File: src/rtl/pwmm_pkg.sv
package pwmm_pkg;

    // Default width of the tick counter
    localparam int unsigned COUNTER_WIDTH_DEF = 16;

    // Result field widths and the numerator width
    localparam int unsigned OUT_W  = 16;
    localparam int unsigned DUTY_W = 7;
    localparam int unsigned NUM_W  = 16;

    // Largest value an on/period field can carry
    localparam logic [OUT_W-1:0]  OUT_MAX = 16'hFFFF;

    // Percent scale and its ceiling
    localparam logic [DUTY_W-1:0] DUTY_SCALE = 7'd100;

    // Reset value of the frequency numerator register
    localparam logic [NUM_W-1:0]  FREQ_NUM_RESET = 16'd8000;

endpackage

File: src/rtl/pwmm_div.sv
module pwmm_div #(
    parameter int unsigned DIV_W = 23,
    parameter int unsigned DEN_W = 16
) (
    input  logic             aclk,
    input  logic             aresetn,
    input  logic             start,
    input  logic [DIV_W-1:0] dividend,
    input  logic [DEN_W-1:0] divisor,
    output logic             done,
    output logic [DIV_W-1:0] quotient
);

    localparam int unsigned CNT_W = $clog2(DIV_W + 1);

    logic             busy_reg;
    logic             done_reg;
    logic [CNT_W-1:0] cnt_reg;
    logic [DEN_W-1:0] rem_reg;
    logic [DIV_W-1:0] quo_reg;

    logic [DEN_W:0]   trial;
    logic             q_bit;
    logic [DEN_W-1:0] rem_next;

    // Restoring step: shift in the next dividend bit, subtract when it fits
    always_comb begin
        trial = {rem_reg, quo_reg[DIV_W-1]};
        q_bit = (trial >= {1'b0, divisor});
        if (q_bit) begin
            rem_next = DEN_W'(trial - {1'b0, divisor});
        end else begin
            rem_next = trial[DEN_W-1:0];
        end
    end

    always_ff @(posedge aclk) begin
        if (!aresetn) begin
            busy_reg <= 1'b0;
            done_reg <= 1'b0;
            cnt_reg  <= '0;
        end else begin
            done_reg <= 1'b0;
            if (start) begin
                busy_reg <= 1'b1;
                cnt_reg  <= CNT_W'(DIV_W);
                rem_reg  <= '0;
                quo_reg  <= dividend;
            end else if (busy_reg) begin
                rem_reg <= rem_next;
                quo_reg <= {quo_reg[DIV_W-2:0], q_bit};
                cnt_reg <= cnt_reg - CNT_W'(1);
                if (cnt_reg == CNT_W'(1)) begin
                    busy_reg <= 1'b0;
                    done_reg <= 1'b1;
                end
            end
        end
    end

    assign done     = done_reg;
    assign quotient = quo_reg;

endmodule

File: src/rtl/pwm_input_duty_frequency_meter_unit.sv
// PWM input meter. Each beat on the s_ channel is one prescaled timer tick
// with the sampled pin level and a start request. A start arms the meter;
// the next rising edge clears the tick counter, the falling edge captures
// the on-time and the following rising edge captures the period. One result
// beat then leaves on the m_ channel: on and period counts (clamped to 16
// bits, status set if clamped), duty = on*100/period in percent, frequency =
// cfg numerator / period, and status 1 if the counter saturated. A tick that
// ends no measurement leaves s_ready high. A tick that ends a measurement
// holds s_ready low until its result is loaded into the output register.
// The one shared restoring divider, with DIV_W = max(COUNTER_WIDTH+7, 16),
// produces one quotient bit per cycle and runs twice, first for the duty,
// then for the frequency. A finished result sits in the output register
// until taken, and further ticks are accepted meanwhile; only a second
// completing measurement waits for the output register to empty. The
// numerator register is written through cfg_valid/cfg_ready/cfg_data,
// which is always ready, and resets to 8000.
module pwm_input_duty_frequency_meter_unit #(
    parameter int unsigned COUNTER_WIDTH = pwmm_pkg::COUNTER_WIDTH_DEF
) (
    input  logic                        aclk,
    input  logic                        aresetn,
    // configuration write
    input  logic                        cfg_valid,
    output logic                        cfg_ready,
    input  logic [pwmm_pkg::NUM_W-1:0]  cfg_data,
    // tick input
    input  logic                        s_valid,
    output logic                        s_ready,
    input  logic                        s_start_req,
    input  logic                        s_pin_level,
    // measurement result
    output logic                        m_valid,
    input  logic                        m_ready,
    output logic [pwmm_pkg::OUT_W-1:0]  m_on_ticks,
    output logic [pwmm_pkg::OUT_W-1:0]  m_period_ticks,
    output logic [pwmm_pkg::DUTY_W-1:0] m_duty_percent,
    output logic [pwmm_pkg::OUT_W-1:0]  m_frequency,
    output logic                        m_status
);

    import pwmm_pkg::*;

    localparam int unsigned CW    = COUNTER_WIDTH;
    localparam int unsigned DIV_W = (CW + 7 > NUM_W) ? CW + 7 : NUM_W;
    localparam int unsigned CMP_W = (CW > OUT_W) ? CW : OUT_W;
    localparam logic [CW-1:0] CNT_MAX = {CW{1'b1}};

    typedef enum logic [1:0] {
        PH_IDLE,
        PH_ARMED,
        PH_HIGH,
        PH_LOW
    } meas_phase_t;

    typedef enum logic [1:0] {
        ST_IDLE,
        ST_DUTY,
        ST_FREQ,
        ST_LOAD
    } seq_state_t;

    // Measurement state
    meas_phase_t      phase_reg;
    logic             prev_level_reg;
    logic [CW-1:0]    tick_count_reg;
    logic [CW-1:0]    on_cap_reg;
    logic             sat_reg;

    // Sequencer and result staging
    seq_state_t       state_reg;
    logic [NUM_W-1:0] freq_num_reg;
    logic [CW-1:0]    res_on_reg;
    logic [CW-1:0]    res_per_reg;
    logic             res_st_reg;
    logic [DUTY_W-1:0] res_duty_reg;
    logic [OUT_W-1:0] res_freq_reg;
    logic             div_start_reg;
    logic [DIV_W-1:0] div_dividend_reg;

    // Output register
    logic              m_valid_reg;
    logic [OUT_W-1:0]  m_on_reg;
    logic [OUT_W-1:0]  m_per_reg;
    logic [DUTY_W-1:0] m_duty_reg;
    logic [OUT_W-1:0]  m_freq_reg;
    logic              m_status_reg;

    // Tick evaluation
    meas_phase_t      phase_next;
    logic [CW-1:0]    tick_count_next;
    logic [CW-1:0]    on_cap_next;
    logic             sat_next;
    logic             emit;
    logic             rising;
    logic             falling;

    // Divider
    logic             div_done;
    logic [DIV_W-1:0] div_quo;
    logic             per_zero;
    logic             on_big;
    logic             per_big;
    logic             tick_acc;
    logic             out_free;

    assign tick_acc = s_valid && s_ready;
    assign out_free = !m_valid_reg || m_ready;
    assign per_zero = (res_per_reg == '0);

    // Judge one tick: start first, then count, then edges
    always_comb begin
        rising          = s_pin_level && !prev_level_reg;
        falling         = !s_pin_level && prev_level_reg;
        phase_next      = phase_reg;
        sat_next        = sat_reg;
        tick_count_next = tick_count_reg;
        on_cap_next     = on_cap_reg;
        emit            = 1'b0;

        if (s_start_req) begin
            phase_next = PH_ARMED;
            sat_next   = 1'b0;
        end

        // Saturate instead of wrapping
        if (phase_next == PH_HIGH || phase_next == PH_LOW) begin
            if (tick_count_reg == CNT_MAX) begin
                sat_next = 1'b1;
            end else begin
                tick_count_next = tick_count_reg + CW'(1);
            end
        end

        unique case (phase_next)
            PH_ARMED: begin
                if (rising) begin
                    tick_count_next = '0;
                    phase_next      = PH_HIGH;
                end
            end
            PH_HIGH: begin
                if (falling) begin
                    on_cap_next = tick_count_next;
                    phase_next  = PH_LOW;
                end
            end
            PH_LOW: begin
                if (rising) begin
                    emit       = 1'b1;
                    phase_next = PH_IDLE;
                end
            end
            PH_IDLE: begin
            end
            default: begin
            end
        endcase
    end

    // Counts wider than the result fields clamp and flag
    assign on_big  = (CMP_W'(res_on_reg) > CMP_W'(OUT_MAX));
    assign per_big = (CMP_W'(res_per_reg) > CMP_W'(OUT_MAX));

    pwmm_div #(
        .DIV_W (DIV_W),
        .DEN_W (CW)
    ) u_div (
        .aclk     (aclk),
        .aresetn  (aresetn),
        .start    (div_start_reg),
        .dividend (div_dividend_reg),
        .divisor  (res_per_reg),
        .done     (div_done),
        .quotient (div_quo)
    );

    always_ff @(posedge aclk) begin
        if (!aresetn) begin
            phase_reg      <= PH_IDLE;
            prev_level_reg <= 1'b0;
            tick_count_reg <= '0;
            on_cap_reg     <= '0;
            sat_reg        <= 1'b0;
            state_reg      <= ST_IDLE;
            freq_num_reg   <= FREQ_NUM_RESET;
            div_start_reg  <= 1'b0;
            m_valid_reg    <= 1'b0;
        end else begin
            div_start_reg <= 1'b0;

            if (cfg_valid && cfg_ready) begin
                freq_num_reg <= cfg_data;
            end

            // Drop the result once the sink takes it
            if (m_valid_reg && m_ready) begin
                m_valid_reg <= 1'b0;
            end

            unique case (state_reg)
                ST_IDLE: begin
                    if (tick_acc) begin
                        prev_level_reg <= s_pin_level;
                        phase_reg      <= phase_next;
                        tick_count_reg <= tick_count_next;
                        on_cap_reg     <= on_cap_next;
                        sat_reg        <= sat_next;
                        if (emit) begin
                            // Latch the capture and launch the duty division
                            res_on_reg       <= on_cap_reg;
                            res_per_reg      <= tick_count_next;
                            res_st_reg       <= sat_next;
                            div_dividend_reg <= DIV_W'(on_cap_reg) * DIV_W'(DUTY_SCALE);
                            div_start_reg    <= 1'b1;
                            state_reg        <= ST_DUTY;
                        end
                    end
                end
                ST_DUTY: begin
                    if (div_done) begin
                        if (per_zero) begin
                            res_duty_reg <= '0;
                        end else if (div_quo > DIV_W'(DUTY_SCALE)) begin
                            res_duty_reg <= DUTY_SCALE;
                        end else begin
                            res_duty_reg <= div_quo[DUTY_W-1:0];
                        end
                        // Reuse the divider for the frequency
                        div_dividend_reg <= DIV_W'(freq_num_reg);
                        div_start_reg    <= 1'b1;
                        state_reg        <= ST_FREQ;
                    end
                end
                ST_FREQ: begin
                    if (div_done) begin
                        res_freq_reg <= per_zero ? '0 : div_quo[OUT_W-1:0];
                        state_reg    <= ST_LOAD;
                    end
                end
                ST_LOAD: begin
                    // Hold until the output register is free
                    if (out_free) begin
                        m_valid_reg  <= 1'b1;
                        m_on_reg     <= on_big ? OUT_MAX : OUT_W'(res_on_reg);
                        m_per_reg    <= per_big ? OUT_MAX : OUT_W'(res_per_reg);
                        m_duty_reg   <= res_duty_reg;
                        m_freq_reg   <= res_freq_reg;
                        m_status_reg <= res_st_reg || on_big || per_big;
                        state_reg    <= ST_IDLE;
                    end
                end
                default: begin
                    state_reg <= ST_IDLE;
                end
            endcase
        end
    end

    assign cfg_ready      = 1'b1;
    assign s_ready        = (state_reg == ST_IDLE);
    assign m_valid        = m_valid_reg;
    assign m_on_ticks     = m_on_reg;
    assign m_period_ticks = m_per_reg;
    assign m_duty_percent = m_duty_reg;
    assign m_frequency    = m_freq_reg;
    assign m_status       = m_status_reg;

endmodule

File: config.mk
export PLATFORM = sky130hd
export DESIGN_NAME = pwm_input_duty_frequency_meter_unit
export DESIGN_NICKNAME = d
export VERILOG_FILES = /design/src/rtl/pwmm_pkg.sv /design/src/rtl/pwmm_div.sv /design/src/rtl/pwm_input_duty_frequency_meter_unit.sv
export SDC_FILE = /design/constraint.sdc
export NUM_CORES = 1
export LEC_CHECK = 0
export BUFFER_PORTS_ARGS = -buffer_cell sky130_fd_sc_hd__clkbuf_2
export CAP_MARGIN = 40
export CORE_ASPECT_RATIO = 0.6
export CORE_MARGIN = 10
export CORE_UTILIZATION = 40
export CTS_CLUSTER_SIZE = 12
export DETAILED_ROUTE_END_ITERATION = 16
export GPL_ROUTABILITY_DRIVEN = 0
export PLACE_DENSITY = 0.65
export SLEW_MARGIN = 15
export SYNTH_ARGS = -nofsm -noshare
export SYNTH_HDL_FRONTEND = slang
export SYNTH_SLANG_ARGS = --single-unit
File: constraint.sdc
create_clock -name aclk -period 5.83 [get_ports aclk]
set_clock_uncertainty 0.1 [all_clocks]
set_input_delay 1.4575 -clock aclk [delete_from_list [all_inputs] [get_ports aclk]]
set_output_delay 1.4575 -clock aclk [all_outputs]
set_load 0.02 [all_outputs]
## Word level (Yosys, flattened, before mapping)

Cells that the tools add are included.

- Shift-type cells: 0
- Multipliers: 1
- Equal/unequal tests: 13
- Bitwise operators: 2
- Div/mod/pow operators: 0
- Add/subtract/negate cells: 3
- Order comparisons: 4
- Multiplexer cells: 42
- Reductions and logical operators: 27

Operator list:

| operator | count |
|---|---|
| $mux W23 | 5 |
| $mux W16 | 6 |
| $pmux W23 S2 | 1 |
| $gt A16 B16 Y1 const B | 2 |
| $gt A23 B7 Y1 const B | 1 |
| $mul A16 B5 Y21 const B | 1 |
| $mux W2 | 9 |
| $ge A17 B16 Y1 | 1 |
| $add A16 B1 Y16 const B | 1 |
| $eq A16 B16 Y1 const B | 1 |
| $logic_not A16 Y1 | 1 |
| $sub A16 B16 Y16 | 1 |
| $mux W1 | 15 |
| $mux W5 | 2 |
| $reduce_and A5 Y1 | 2 |
| $reduce_and A3 Y1 | 3 |
| $eq A2 B2 Y1 const B | 4 |
| $ne A2 B1 Y1 const B | 4 |
| $pmux W2 S4 | 1 |
| $reduce_and A4 Y1 | 2 |
| $mux W7 | 1 |
| $pmux W2 S3 | 1 |
| $eq A5 B1 Y1 const B | 1 |
| $sub A5 B1 Y5 const B | 1 |
| 12 further kinds | 25 |

- Input port bits: 23
- Flip-flop bits (word level): 237
- Memories kept: 0
- Memory bits (writable): 0
- Bits in read-only memories: 0
- Logic and storage cells: 119
- Bits in latches: 0

## Depth between registers and ports, before layout

Gate-level depths: netlist of the first run.

- Depth in word-level cells: 7
- Gate-level depth with buffers: 12
- Gate-level depth less buffers: 12

## Hierarchy

From an unflattened synthesis of the first run, not the netlist that was laid out.

- Cells, all modules: 1,015
- Area total of the unflattened synthesis: 11,916.4 um^2

Modules (own cells, without submodules):

| module | cells each | area each (um^2) | instances | sequential area each (um^2) |
|---|---|---|---|---|
| pwm_input_duty_frequency_meter_unit | 736 | 8,911.0 | 1 | 5,175.0 |
| pwmm_div | 279 | 3,005.4 | 1 | 1,311.3 |

## Worst setup path after synthesis of the first run

No wires, ideal clock.

- Kind: input to register
- Start: input port aresetn
- End: register m_duty_reg[0] (netlist: m_duty_percent[0]) (enable)
- Buffers on the path: 2
- Cell stages on the path: 4
- Path slack: 887 ps
- Data arrival time: 4,373 ps
- Path through: clkbuf_1 clkbuf_1 nand2_1 nor2_1

- Word-level cells in the longest chain between the ends: 1

Ends and longest elaborated chain:

| element | RTL line | source |
|---|---|---|
| from (decl) | pwm_input_duty_frequency_meter_unit.sv:21 | `input logic aresetn,` |
| $reduce_and A3 Y1 (no source line) | n/a |  |
| to (signal assigned) | pwm_input_duty_frequency_meter_unit.sv:246 | `m_duty_reg <= res_duty_reg;` |
| to (decl) | pwm_input_duty_frequency_meter_unit.sv:84 | `logic [DUTY_W-1:0] m_duty_reg;` |

Every way passes these cells.
A chain may end at the register's enable or synchronous reset.

## Worst setup path in the final report of the first run

- Start: register on_cap_reg[4]
- End: register div_dividend_reg[21] (data pin)

- Word-level cells in the longest chain between the ends: 4

Ends and longest elaborated chain:

| element | RTL line | source |
|---|---|---|
| from (decl) | pwm_input_duty_frequency_meter_unit.sv:66 | `logic [CW-1:0] on_cap_reg;` |
| from (signal assigned) | pwm_input_duty_frequency_meter_unit.sv:206 | `on_cap_reg <= on_cap_next;` |
| $mul A16 B5 Y21 | pwm_input_duty_frequency_meter_unit.sv:213 | `div_dividend_reg <= DIV_W'(on_cap_reg) * DIV_W'(DUTY_SCALE);` |
| $mux W23 | pwm_input_duty_frequency_meter_unit.sv:208 | `if (emit) begin` |
| $mux W23 | pwm_input_duty_frequency_meter_unit.sv:202 | `if (tick_acc) begin` |
| $pmux W23 S2 | pwm_input_duty_frequency_meter_unit.sv:200 | `unique case (state_reg)` |
| to (signal assigned) | pwm_input_duty_frequency_meter_unit.sv:213 |  |
| to (signal assigned) | pwm_input_duty_frequency_meter_unit.sv:229 | `div_dividend_reg <= DIV_W'(freq_num_reg);` |
| to (decl) | pwm_input_duty_frequency_meter_unit.sv:78 | `logic [DIV_W-1:0] div_dividend_reg;` |

Every way passes these cells. The select of a mux whose other input is x is not followed.

==> flow_summary.json, run 1 <==
{
  "p_comb_share_pct": 6.3,
  "crit_buf_inv": 2,
  "cpMostUsedCell": "ha_1",
  "die_area_um2": 36660,
  "synth_edf_count": 174,
  "cts_max_path_buffers": 3,
  "dp_hpwl_mm": 20.26,
  "syn_to_final_growth_pct": 13.84,
  "instances_no_fill": 1497,
  "port_buffers": 80,
  "grt_pass1_vias": 7707,
  "htreeDepth": 1,
  "yosys_warnings": 0,
  "syn_area_um2": 11680,
  "syn-num-nets": 1128,
  "met3_length_mm": 1.977,
  "syn-instance-count": 1017,
  "drt_drc_violations_left": 0,
  "tightest_slew_ns": 0.7781,
  "ir_drop_mv": 0.1833,
  "synth-async-reset-ratio_pct": 0,
  "yosys.cell_types.count": 71,
  "synth_top_area_cell": "edfxtp_1",
  "layout-drive-gt1-share_pct": 15.42,
  "routed.top_layer": "met4",
  "path_cells": "ha_1 -> ha_1 -> inv_1 -> fa_1 -> inv_1 -> ha_1 -> a21o_1 -> a21oi_1 -> o21ai_1 -> a221oi_1 -> o21ai_1 -> mux2_2",
  "die_y_um": 152.4,
  "rows": 48,
  "p_int_uw": 2700,
  "start_util_pct": 40.61,
  "p_per_area_nw_per_um2": 262.2,
  "wire_per_inst_um": 18.37,
  "slowest_stage": "fa_1",
  "fin_crit_sh_pct": 62.55,
  "hold_violations": 0,
  "pre_cts_slack_ns": 2.210,
  "fillers": 2633,
  "worst_skew_pair.late_latency_ns": 0.52,
  "core_um2": 28770,
  "power_switching_uw": 786.4,
  "setup_violations": 0,
  "synth.top_cell.area_share_pct": 44.73,
  "cts_hold_buf": 0,
  "cts_tree": "done",
  "routedLengthMet1_mm": 13.44,
  "start_kind": "flip-flop",
  "power_frac_seq_pct": 53.0,
  "clock_sinks": 237,
  "drt_pass1_iterations": 5,
  "critPathArrivalTime_ns": 3.82,
  "final_max_slew_viol_count": 0,
  "slew-limit-headroom_pct": 48.12,
  "min_path_type": "reg2reg",
  "setup_tns_ns": 0,
  "required_ns": 6.00,
  "grt_overflow_total": 0,
  "swShare_pct": 22.56,
  "finalPower_uw": 3487,
  "postRouteAntennaNets": 0,
  "grt_pass1_wl_mm": 43.79,
  "layout_setup_ws_ns": 2.183,
  "final_cell_mix": "edfxtp_1, inv_1, clkbuf_2, ha_1, nand2_1",
  "ys.flop_type": "edfxtp_1",
  "ys_ff_latch": 237,
  "grt_usage_pct": 14.98,
  "cts-root-buf": "clkbuf_16",
  "dp.cells": 1451,
  "clk_pin_slew_ns": 0.06,
  "cts.repair.resized": 0,
  "ys_seq_area_share_pct": 55.53,
  "clock_power_share_pct": 40.6,
  "drt_wl_total_mm": 27.50,
  "max_freq_mhz": 274.2,
  "max_stage_delay_ns": 0.50,
  "cellLeakagePower_uw": 0.005317,
  "syn_area_per_cell_um2": 11.49,
  "post_cts_buffers": 0,
  "antenna_found_initial": 0,
  "mostFrequentLayoutCell": "edfxtp_1",
  "diodes": 0,
  "status": "complete, no violations",
  "rsz0062_at_grt": "false",
  "drv_cap": 0,
  "synthTopCellsByArea": "edfxtp_1, dfxtp_1, ha_1",
  "first_iter_violations": 811,
  "route.met2.wl_mm": 11.67,
  "endpoint_kind": "flip-flop",
  "io_pins": 82,
  "crit_path_max_fanout": 5,
  "numCtsBuffers": 24,
  "worstSetupPathType": "reg2reg",
  "design.final.nets": 1215,
  "num_vias": 7954,
  "grt_max_degree": 41,
  "period_minus_slack_ns": 3.647,
  "crit_family": "adder cells",
  "vias_per_cell": 5.313,
  "die_x_um": 240.6
}
[per-stage QoR]
stage	hold slack [ns]	utilization, %	instance area (µm²)
floorplan	0.3003	-	11680
global placement	0.3039	43.36	12470
detailed placement	0.3052	43.70	12570
CTS	0.3160	46.13	13270
global route	0.3187	46.22	13300
finish	0.3177	46.22	13300
[worst paths after layout]
kind	startpoint	endpoint	slack, ns	cells after the start
max	on_cap_reg[4]	div_dividend_reg[21]	2.18	12
min	res_on_reg[11]	m_on_ticks[11]	0.32	0
max reg2reg	on_cap_reg[4]	div_dividend_reg[21]	2.18	12
min reg2reg	res_on_reg[11]	m_on_ticks[11]	0.32	0
[power groups by stage]
stage               clock (µW)  combinational (µW)  sequential, µW
global placement             0                 212            1890
detailed placement           0                 221            1880
global route              1520                 247            1850
CTS                       1450                 222            1850
finish                    1420                 221            1850
floorplan                    0                 146            1880
[synthesized netlist by cell type, types with 10 or more instances]
cell	instances
a21o_1	13
a21oi_1	66
and2_1	22
and3_1	13
clkbuf_1	25
dfxtp_1	63
edfxtp_1	174
fa_1	12
ha_1	76
inv_1	84
mux2_2	32
mux2i_1	21
nand2_1	70
nand2b_1	14
nand3_1	21
nor2_1	69
nor3_1	16
nor4_1	11
o21ai_0	54
o21ai_1	13
xnor2_1	22
xor2_1	10
[cell families (layout without fill, tap and decap cells)]
group                    Yosys count  in the layout  share of synthesized area, %
AND/OR/NAND/NOR                  276            276                         11.70
buffers and inverters            119            224                         4.070
XOR/XNOR                          32             32                         2.399
multiplexers                      53             53                         4.884
adder cells (fa/ha/maj)           88             88                         10.20
other                              1              1                       0.03210
flip-flops                       237            237                         55.53
AO/OA/AOI/OAI                    211            211                         11.19
[final cells by class]
type                    count  area (µm²)  share of cell area (%)
inverters                  85       319.1                   2.399
repair buffers             95       576.8                   4.338
flip-flops and latches    237        6486                   48.78
clock inverters             4       17.52                  0.1317
clock buffers              40       681.9                   5.128
multi-input cells         661        4747                   35.70
well taps                 375       469.2                   3.528
[metal layers]
layer / up-vias / GRT usage, %
met2: 261 / 21.89
met4: 0 / 2.371
li1: 3854 / -
met1: 3807 / 22.31
met5: - / 0
met3: 32 / 3.432
Note: power is estimated with default switching activity, not from simulation.
==> run 2, diff against run 1 <==
--- a/config.mk
+++ b/config.mk
@@ -5,6 +5,7 @@
 export SDC_FILE = /design/constraint.sdc
 export NUM_CORES = 1
 export LEC_CHECK = 0
+export ABC_AREA = 1
 export BUFFER_PORTS_ARGS = -buffer_cell sky130_fd_sc_hd__clkbuf_2
 export CAP_MARGIN = 40
 export CORE_ASPECT_RATIO = 0.6
@@ -13,7 +14,7 @@
 export CTS_CLUSTER_SIZE = 12
 export DETAILED_ROUTE_END_ITERATION = 16
 export GPL_ROUTABILITY_DRIVEN = 0
-export PLACE_DENSITY = 0.65
+export PLACE_DENSITY = 0.67
 export SLEW_MARGIN = 15
 export SYNTH_ARGS = -nofsm -noshare
 export SYNTH_HDL_FRONTEND = slang
==> constraint.sdc (replaced) <==
create_clock -name aclk -period 3.07 [get_ports aclk]
set_clock_uncertainty 0.1 [all_clocks]
set_input_delay 0.7675 -clock aclk [delete_from_list [all_inputs] [get_ports aclk]]
set_output_delay 0.7675 -clock aclk [all_outputs]
set_load 0.02 [all_outputs]
==> run 2 against run 1 <==
Effect of this change: worst setup slack worse by 2.0 ns; largest cell class unchanged; total power is 87% higher; area after synthesis is 4.8% higher; core utilization rose by 0.98 points; largest power group unchanged.
==> flow_summary.json, run 2 <==
{
  "numCtsBuffers": 25,
  "pre_cts_slack_ns": -0.005762,
  "dp_hpwl_mm": 22.93,
  "die_y_um": 155.5,
  "final_max_slew_viol_count": 0,
  "swShare_pct": 21.89,
  "drt_drc_violations_left": 0,
  "mostFrequentLayoutCell": "nand2_1",
  "synth-xor-area-share_pct": 1.359,
  "postRouteAntennaNets": 0,
  "yosysMostFrequentCell": "nand2_1",
  "syn-num-nets": 1466,
  "cts_hold_buf": 0,
  "synth-async-reset-ratio_pct": 0,
  "ys_seq_area_share_pct": 52.98,
  "ir_drop_mv": 0.3679,
  "grt_pass1_vias": 8936,
  "critPathArrivalTime_ns": 3.12,
  "layout-drive-gt1-share_pct": 14.84,
  "first_iter_violations": 1014,
  "fin_crit_sh_pct": 94.81,
  "p_int_uw": 5103,
  "synth_fa_ha_area_share_pct": 9.729,
  "endpoint_kind": "flip-flop",
  "ys.flop_type": "edfxtp_1",
  "drt_wl_total_mm": 30.47,
  "cts-root-buf": "clkbuf_16",
  "setup_tns_ns": 0,
  "synth_top_area_cell": "edfxtp_1",
  "r2r_slack_ns": 0.16,
  "crit_path_max_fanout": 6,
  "yosys.cell_types.count": 47,
  "max_stage_delay_ns": 0.50,
  "start_util_pct": 40.75,
  "syn_area_per_cell_um2": 9.035,
  "status": "complete, no violations",
  "worst_skew_pair.late_latency_ns": 0.55,
  "fillers": 2867,
  "cpMostUsedCell": "nor2_1",
  "layout_setup_ws_ns": 0.1594,
  "grt_overflow_total": 0,
  "syn_area_um2": 12240,
  "period_minus_slack_ns": 2.911,
  "num_vias": 9467,
  "core_um2": 30040,
  "clk_pin_slew_ns": 0.06,
  "slowest_stage": "fa_1",
  "cts_max_path_buffers": 3,
  "rows": 49,
  "slew-limit-headroom_pct": 57.27,
  "crit_family": "adder cells",
  "multi_input_area_um2": 4945,
  "cellLeakagePower_uw": 0.006496,
  "synth-compound-area-share_pct": 6.428,
  "synth_top_family_by_area": "simple AND/OR/NAND/NOR gates",
  "start_kind": "flip-flop",
  "ys_ff_latch": 237,
  "instances_no_fill": 1885,
  "max_freq_mhz": 343.6,
  "grt_usage_pct": 15.85,
  "seq_area_um2": 6502,
  "syn_to_final_growth_pct": 15.84,
  "htreeDepth": 1,
  "port_buffers": 80,
  "post_cts_buffers": 0,
  "die_area_um2": 38230,
  "hold_violations": 0,
  "crit_buf_inv": 2,
  "synth_edf_count": 174,
  "min_path_type": "reg2reg",
  "required_ns": 3.28,
  "clock_sinks": 237,
  "cts_tree": "done",
  "synthTopCellsByArea": "edfxtp_1, dfxtp_1, nand2_1",
  "clock_power_share_pct": 44.0,
  "syn-instance-count": 1355,
  "synth_mux_area_share_pct": 0,
  "power_frac_seq_pct": 52.9,
  "vias_per_cell": 5.022,
  "p_per_area_nw_per_um2": 460.7,
  "power_switching_uw": 1430,
  "path_cells": "ha_1 -> ha_1 -> inv_1 -> fa_1 -> inv_1 -> ha_2 -> a21oi_2 -> nor2_1 -> nor2_1 -> nand2_2 -> nand3_1 -> nand3_1 -> nand2_1 -> nor2_1",
  "final_core_util_pct": 47.21,
  "synth-simple-area-share_pct": 21.46,
  "drv_cap": 0,
  "wire_per_inst_um": 16.16,
  "setup_violations": 0,
  "grt_pass1_wl_mm": 48.65,
  "drt_pass1_iterations": 5,
  "grt_max_degree": 49,
  "synth_common_cells": "nand2_1, inv_1, edfxtp_1",
  "final_cell_mix": "nand2_1, inv_1, edfxtp_1, nor2_1, nand3_1",
  "antenna_found_initial": 1,
  "yosys_warnings": 0,
  "synth.top_cell.area_share_pct": 42.68,
  "worstSetupPathType": "reg2reg",
  "rsz0062_at_grt": "true",
  "io_pins": 82,
  "design.final.nets": 1568,
  "dp.cells": 1837,
  "p_comb_share_pct": 3.1,
  "tightest_slew_ns": 0.6403,
  "die_x_um": 245.9
}
==> run 2: cell count changes after synthesis, moves of 14 or more <==
cell / change
nand2_1: +233
nand2b_1: -14
xnor2_1: -16
mux2i_1: -21
inv_1: +128
nand3_1: +76
nor2_1: +69
mux2_2: -32
and2_1: -20
==> run 2: area by class of cell <==
class / instances / area share (%)
Sequential cell: 237 / 45.85
Multi-Input combinational cell: 864 / 34.87
Inverter: 221 / 5.849
Clock buffer: 41 / 5.055
Timing Repair Buffer: 108 / 4.446
Tap cell: 408 / 3.599
Clock inverter: 5 / 0.3176
Antenna cell: 1 / 0.01764
==> run 2: power by group through the flow <==
stage / sequential (µW) / clock (µW) / combinational (µW)
final: 3460 / 2870 / 204
after CTS: 3460 / 2940 / 199
after global routing: 3460 / 3070 / 227
after detailed placement: 3520 / 0 / 198
after floorplan: 3510 / 0 / 131
after global placement: 3520 / 0 / 193
==> run 2: worst paths after layout <==
kind | from | end | depth (start not counted)
setup / recovery | on_cap_reg[4] | div_dividend_reg[21] | 14
hold / removal | res_on_reg[14] | m_on_ticks[14] | 0
setup reg to reg | on_cap_reg[4] | div_dividend_reg[21] | 14
hold reg to reg | res_on_reg[14] | m_on_ticks[14] | 0
==> run 2: timing repair <==
item,in CTS,in global routing
resized for setup,1,35
pin swaps,0,3
setup endpoints to repair,1,12
==> run 2: logic make-up after synthesis <==
| kind of cell | count (synthesis) |
|---|---|
| adder cells (fa/ha/maj) | 88 |
| other | 1 |
| buffers and inverters | 254 |
| AND/OR/NAND/NOR | 609 |
| XOR/XNOR | 19 |
| AO/OA/AOI/OAI | 147 |
| flip-flops | 237 |
==> run 2: layer usage <==
metal	part of all wire (%)	wire length, µm	global-route usage [%]	up-vias
met4	2.4	741	3.776	0
met2	41	12620	23.04	343
li1	-	-	-	4639
met5	0	0	0	-
met1	48	14630	23.40	4442
met3	8.1	2469	3.488	43
==> run 2: worst register-to-register path, stage by stage (launching register included) <==
cell and delay (ns):
dfxtp_2 0.34, ha_1 0.29, ha_1 0.28, inv_1 0.05, fa_1 0.50, inv_1 0.04
ha_2 0.31, a21oi_2 0.17, nor2_1 0.06, nor2_1 0.10, nand2_2 0.10, nand3_1 0.12
nand3_1 0.08, nand2_1 0.09, nor2_1 0.05
==> run 2: through the flow <==
| stage | total power, µW | hold WS (ns) | instance area [µm²] |
|---|---|---|---|
| finish | 6534 | 0.3164 | 14180 |
| global placement | 3716 | 0.3009 | 13250 |
| CTS | 6594 | 0.3040 | 14020 |
| global route | 6759 | 0.3191 | 14180 |
| detailed placement | 3722 | 0.3045 | 13250 |
| floorplan | 3644 | 0.3003 | 12260 |
